===== src/hdl/lcb_pkg.sv =====
package lcb_pkg;

    // item opcodes
    typedef enum logic {
        OP_LOAD  = 1'b0,
        OP_EPOCH = 1'b1
    } t_op;

    // configuration register indexes
    typedef enum logic {
        CFG_FACE_COUNT = 1'b0,
        CFG_LAMBERT    = 1'b1
    } t_cfg_idx;

    // back-end sequencer states
    typedef enum logic [1:0] {
        ST_IDLE,
        ST_RUN,
        ST_DRAIN
    } t_state;

    // one queued item, already classified
    typedef struct packed {
        t_op                op;
        logic [9:0]         idx;
        logic signed [15:0] nx;
        logic signed [15:0] ny;
        logic signed [15:0] nz;
        logic [15:0]        area;
        logic signed [15:0] sx;
        logic signed [15:0] sy;
        logic signed [15:0] sz;
        logic signed [15:0] ox;
        logic signed [15:0] oy;
        logic signed [15:0] oz;
    } t_item;

    // configuration seen by the back end
    typedef struct packed {
        logic [10:0] face_count;
        logic [16:0] lambert;
    } t_cfg;

    localparam int          DIV_STEPS = 16;
    localparam logic [16:0] ONE_Q16   = 17'h10000;
    localparam logic [43:0] SUM_MAX   = 44'hFFF_FFFF_FFFF;
    localparam logic [10:0] FC_RESET  = 11'd1024;

endpackage


===== src/hdl/lcb_front.sv =====
module lcb_front import lcb_pkg::*; (
    input  logic               i_clk,
    input  logic               i_rst_n,
    input  logic               i_valid,
    output logic               o_ready,
    input  logic [0:0]         i_opcode,
    input  logic [9:0]         i_face_index,
    input  logic signed [15:0] i_normal_x,
    input  logic signed [15:0] i_normal_y,
    input  logic signed [15:0] i_normal_z,
    input  logic [15:0]        i_facet_area,
    input  logic signed [15:0] i_sun_x,
    input  logic signed [15:0] i_sun_y,
    input  logic signed [15:0] i_sun_z,
    input  logic signed [15:0] i_obs_x,
    input  logic signed [15:0] i_obs_y,
    input  logic signed [15:0] i_obs_z,
    output logic               o_q_valid,
    output t_item              o_q_item,
    input  logic               i_q_pop
);

    t_item      r_mem [2];
    logic       r_wp;
    logic       r_rp;
    logic [1:0] r_cnt;
    t_item      w_item;
    logic       w_push;

    // classify the incoming item
    always_comb begin
        w_item      = '0;
        w_item.op   = t_op'(i_opcode);
        w_item.idx  = i_face_index;
        w_item.nx   = i_normal_x;
        w_item.ny   = i_normal_y;
        w_item.nz   = i_normal_z;
        w_item.area = i_facet_area;
        w_item.sx   = i_sun_x;
        w_item.sy   = i_sun_y;
        w_item.sz   = i_sun_z;
        w_item.ox   = i_obs_x;
        w_item.oy   = i_obs_y;
        w_item.oz   = i_obs_z;
    end

    assign o_ready   = (r_cnt != 2'd2);
    assign w_push    = i_valid && o_ready;
    assign o_q_valid = (r_cnt != 2'd0);
    assign o_q_item  = r_mem[r_rp];

    // two-entry queue storage
    always_ff @(posedge i_clk) begin
        if (w_push) begin
            r_mem[r_wp] <= w_item;
        end
    end

    // queue pointers
    always_ff @(posedge i_clk) begin
        if (!i_rst_n) begin
            r_wp  <= 1'b0;
            r_rp  <= 1'b0;
            r_cnt <= 2'd0;
        end else begin
            if (w_push) r_wp <= ~r_wp;
            if (i_q_pop) r_rp <= ~r_rp;
            case ({w_push, i_q_pop})
                2'b10:   r_cnt <= r_cnt + 2'd1;
                2'b01:   r_cnt <= r_cnt - 2'd1;
                default: r_cnt <= r_cnt;
            endcase
        end
    end

endmodule


===== config.mk =====
export PLATFORM = sky130hd
export DESIGN_NAME = lcb_front
export DESIGN_NICKNAME = d
export VERILOG_FILES = /design/src/hdl/lcb_pkg.sv /design/src/hdl/lcb_front.sv
export SDC_FILE = /design/constraint.sdc
export NUM_CORES = 1
export LEC_CHECK = 0
export BUFFER_PORTS_ARGS = -buffer_cell sky130_fd_sc_hd__buf_2
export CAP_MARGIN = 40
export CORE_MARGIN = 2
export CORE_UTILIZATION = 45
export CTS_CLUSTER_DIAMETER = 30
export CTS_CLUSTER_SIZE = 8
export DETAILED_ROUTE_END_ITERATION = 10
export HOLD_SLACK_MARGIN = 0.15
export PLACE_DENSITY_LB_ADDON = 0.25
export SYNTH_ARGS = -nofsm -noshare
export SYNTH_HDL_FRONTEND = slang
export SYNTH_SLANG_ARGS = --single-unit

===== constraint.sdc =====
create_clock -name i_clk -period 5.98 [get_ports i_clk]
set_clock_uncertainty 0.05 [all_clocks]
set_input_delay 0 -clock i_clk [delete_from_list [all_inputs] [get_ports i_clk]]
set_output_delay 0 -clock i_clk [all_outputs]
set_load 0.02 [all_outputs]

==> results of run 1 <==
[synthesized netlist by cell type]
cell / instances
inv_1: 1
o21ai_0: 1
nand3b_1: 1
and3_1: 1
nand2b_1: 1
ha_1: 1
dfxtp_1: 5
and2_1: 3
buf_2: 8
a21bo_2: 1
edfxtp_1: 342
a21boi_1: 1
xnor2_1: 2
or3_1: 1
nand2_1: 1
a21boi_0: 1
mux2_2: 81
buf_6: 11
xor2_1: 1
mux2_4: 90
or2_2: 1
[logic make-up after synthesis]
kind of cell | Yosys count | share of synthesized area, %
flops | 347 | 80.2
mux | 171 | 17.5
buf+inv | 20 | 1.30
simple gates | 9 | 0.426
compound gates | 4 | 0.232
xor+xnor | 3 | 0.203
fa+ha+maj | 1 | 0.0968
[through the flow]
step           hold WS, ps  setup slack, ps  utilization, %  std cells  area, um^2
3_3_place_gp           137             3230            52.9       1273       15000
3_5_place_dp           141             3710            53.2       1277       15200
2_1_floorplan         48.9              693               -        555       12900
==> impl_summary.log, run 1 <==
[metrics] status: stopped before the end
[metrics] failing step: clock tree synthesis
[metrics] Log Error: [ERROR RSZ-0060] Max buffer count reached.
[metrics] Synth Register Bits: about 350
[metrics] average cell area after synthesis: between 20 and 25 um^2
[metrics] half-perimeter wire length after placement: 16000 um
[metrics] deepest clock path buffer count: 3
[metrics] Die W: 173 um
[metrics] distinct cell type count after synthesis: 21
[metrics] total of warnings raised by yosys: 0
[metrics] sequential element share of the synthesized area: roughly four fifths
[metrics] buffers inserted during post-CTS setup optimization: 0
[metrics] cell area after technology mapping: 12900 um^2
[metrics] largest area contributor in the synthesized netlist: edfxtp_1
[metrics] Synth area leaders: edfxtp_1 (79%), mux2_4 (10%), mux2_2 (7.1%)
[metrics] area share of the largest cell type after synthesis: 79.5%
[metrics] gate count after technology mapping: around 560
[metrics] clock tree root driver cell: clkbuf_16
[metrics] post-cts resize count: 0
[metrics] placer's final routability congestion estimate: 0.711
[metrics] std cell rows: slightly above 60
[metrics] # clock sinks: 347
[metrics] number of hold buffers added after CTS: 277
[metrics] number of input and output port buffers inserted: around 350
[metrics] Post-Synthesis Net Count: around 730
[metrics] initial core utilization: a little under half
[metrics] number of ports placed on the die boundary: 348
[metrics] CTS buffer count: 66
[metrics] chip height: between 150 and 200 um
[metrics] # H-tree levels: 3
==> run 2: changes to the inputs <==
- CORE_UTILIZATION: 45 -> 30
- CTS_CLUSTER_DIAMETER: 30 -> not set
- CTS_CLUSTER_SIZE: 8 -> not set
- HOLD_SLACK_MARGIN: 0.15 -> not set
- PLACE_DENSITY_LB_ADDON: 0.25 -> 0.15
==> run 2 against run 1 <==
  * The flow now finishes without violations
  * Synthesized cell count unchanged
  * Synthesized area is the same
==> impl_summary.log, run 2 <==
[metrics] status: completed
[metrics] antenna violations before repair: 0
[metrics] chip height: 212 um (+22%)
[metrics] share of the cycle needed by the critical path after routing: between 40 and 50%
[metrics] most instantiated cells after synthesis: edfxtp_1 (342), mux2_4 (90), mux2_2 (81), buf_6 (11), buf_2 (8)
[metrics] largest area contributor in the synthesized netlist: edfxtp_1
[metrics] post-layout worst setup margin: between 3000 and 4000 ps
[metrics] reported max-cap violation count: 0
[metrics] distinct cell type count after synthesis: 21 (unchanged)
[metrics] peak ir drop on the vdd network: roughly 0.00023 V
[metrics] cell area after technology mapping: 12900 um^2 (unchanged)
[metrics] core footprint: about 43000 um^2
[metrics] total negative setup slack: 0 ps
[metrics] CTS buffer count: 40 (-39%)
[metrics] # H-tree levels: 2 (-1)
[metrics] # clock sinks: 347 (unchanged)
[metrics] half-perimeter wire length after placement: 18000 um (+13%)
[metrics] std cell rows: 76 (+23%)
[metrics] drt pass-1 iters: 4
[metrics] total of warnings raised by yosys: 0 (unchanged)
[metrics] Clock transition at path regs: roughly 60 ps
[metrics] largest fanout on the critical path: 42
[metrics] number of diodes: 0
[metrics] global-route wire length before repair: between 40000 and 50000 um
[metrics] Fill cells: between 3000 and 4000
[metrics] endpoint kind of the worst setup timing path: primary output
[metrics] grt total ovfl: 0
[metrics] Top reg by flops: r_mem
[metrics] Synth area leaders: edfxtp_1 (79%), mux2_4 (10%), mux2_2 (7.1%)
[metrics] worst-path cell chain: buf_12 > buf_4 > mux2_2 > buf_2
[metrics] power per unit of standard cell area: 341 nW/um^2
[metrics] Synth Register Bits: 347 (unchanged)
[metrics] Placement Setup Slack: 3550 ps (-164 ps)
[metrics] Worst Setup Path Type: flip-flop to primary output
[metrics] EDFF count, synth: 342 (unchanged)
[metrics] flip-flop cell with the highest count after synthesis: edfxtp_1
[metrics] growth of design area from synthesis to finish: 41.1%
[metrics] vias in the first global route: 7396
[metrics] slew at the pin closest to its max-slew limit: a little under 800 ps
[metrics] detailed-route wire length per cell: around 17 um
[metrics] clk_lat worst skew: around 530 ps
[metrics] Reg area: between 10000 and 15000 um^2
[metrics] number of slew-limit violations in the final report: 0
[metrics] post-detailed-route via-to-cell ratio: about 4.2
[metrics] number of flip-flops in the largest register: about 340
[metrics] P_leak: between 6 and 7 nW
[metrics] sequential element share of the synthesized area: 80.2% (unchanged)
[metrics] number of failing hold endpoints at the final stage: 0
[metrics] average cell area after synthesis: 23.3 um^2 (unchanged)
[metrics] clock tree root driver cell: clkbuf_16
[metrics] drt initial violations: 209
[metrics] commonest non-fill, non-tap cell in the layout: buf_2
[metrics] number of input and output port buffers inserted: 347 (unchanged)
[metrics] Min Clock Period, post-route: 2770 ps
[metrics] RSZ-0062 raised after global routing: no
[metrics] commonest cells after routing, fill and taps aside: buf_2 (347), edfxtp_1 (342), dlygate4sd3_1 (175)
[metrics] Max-Slew Margin vs Limit: between 40% and 50%
[metrics] upper clock frequency limit: 362 MHz
[metrics] top flop regs: r_mem (342), r_cnt (2)
[metrics] Post-Synthesis Net Count: 731 (unchanged)
[metrics] number of ports placed on the die boundary: 348 (unchanged)
[metrics] placer's final routability congestion estimate: 0.708 (-0.42%)
[metrics] Critical Path Start Type: flip-flop
[metrics] Die Footprint: about 45000 um^2
[metrics] data required time at the worst endpoint: approximately 5900 ps
[metrics] pin count of the biggest net entering global routing: 87
[metrics] tightest hold margin: 137 ps
[metrics] DRC viols: 0
[metrics] Slowest Stage Delay on Critical Path: approximately 640 ps
[metrics] final antenna-violating net count: 0
[metrics] deepest clock path buffer count: 3 (unchanged)
[metrics] gate count after technology mapping: 555 (unchanged)
[metrics] TritonCTS clock tree: built
[metrics] dominant cell by count in the synthesized netlist: edfxtp_1
[metrics] share of synthesized registers carrying an async set or reset: 0% (unchanged)
[metrics] kind of path behind the tightest hold check: input pin to flip-flop
[metrics] area share of the largest cell type after synthesis: 79.5% (unchanged)
[metrics] number of nets in the final layout: roughly 1300
[metrics] crit path max-delay cell type: buf_4
[metrics] total number of vias: 7022
[metrics] layout cells sized above 1: approximately half
[metrics] setup violators final: 0
[metrics] total routing resource utilization after global routing: around an eighth
[metrics] Die W: 212 um (+22%)
[metrics] footprint of the multi-input gates: between 2000 and 2500 um^2
[metrics] Post-Route WL: approximately 29000 um
[metrics] initial core utilization: 30.2% (-15 points)
[metrics] Arr. time, crit path: 2720 ps
## run 2: area by class of cell
| cell class | count | share of cell area (%) |
|---|---|---|
| inverter | 1 | 0.0480 |
| tap | 546 | 3.75 |
| clock buffer | 50 | 5.81 |
| timing repair buffer | 529 | 19.8 |
| sequential | 347 | 56.9 |
| clock inverter | 13 | 0.611 |
| multi-input combinational | 188 | 13.1 |
## run 2: routing by layer
metal  wire length [um]  vias up  track usage, %
met3               2110       50            4.38
met1              12300     3416            15.3
met2              13400      235            20.2
met4                689        0            4.08
li1                   -     3321               -
met5                  0        -               0
## run 2: final timing paths
path	endpoint	slack, ps	depth (start not counted)	startpoint
max	o_q_item[5]	3210	4	flip-flop
min	r_mem[1][20]$_DFFE_PP_	140	2	i_obs_y[4]
max reg2reg	r_mem[1][118]$_DFFE_PP_	3580	3	r_cnt[0]$_SDFFE_PN0P_
min reg2reg	r_cnt[1]$_SDFFE_PN0P_	470	2	r_cnt[1]$_SDFFE_PN0P_
## run 2: timing repair
action,in CTS,in global routing
buffers inserted,0,0
resized for setup,0,0
endpoints found under the hold margin,354,0
hold buffers,175,0
## run 2: metrics by stage
| step | area (um^2) | utilization (%) | cells | total power [W] |
|---|---|---|---|---|
| 2_1_floorplan | 12900 | - | 555 | 0.00367 |
| 3_5_place_dp | 15300 | 35.8 | 1436 | 0.00398 |
| 6_report | 18200 | 42.6 | 1674 | 0.00622 |
| 5_1_grt | 18200 | 42.6 | 1674 | 0.00648 |
| 4_1_cts | 18200 | 42.6 | 1674 | 0.00634 |
| 3_3_place_gp | 15300 | 35.7 | 1434 | 0.00397 |
## run 2: cells by family (layout without fill, tap and decap cells)
group / after synthesis / after routing / synth area share [%]
fa+ha+maj: 1 / 1 / 0.0968
mux: 171 / 171 / 17.5
flops: 347 / 347 / 80.2
buf+inv: 20 / 593 / 1.30
compound gates: 4 / 4 / 0.232
simple gates: 9 / 9 / 0.426
xor+xnor: 3 / 3 / 0.203
## run 2: worst max-delay path: cells and delay by family, from the launching register on
family	cells	cell delay, ps
muxes	1	420
DFF	1	630
buffers and inverters	3	1070
## run 2: where the power goes
part,switching (W),internal (W)
Combinational,0.000570,0.000454
Clock,0.000881,0.00132
Sequential,0.0000563,0.00293
Total,0.00151,0.00471
(Power assumes the default switching activity.)
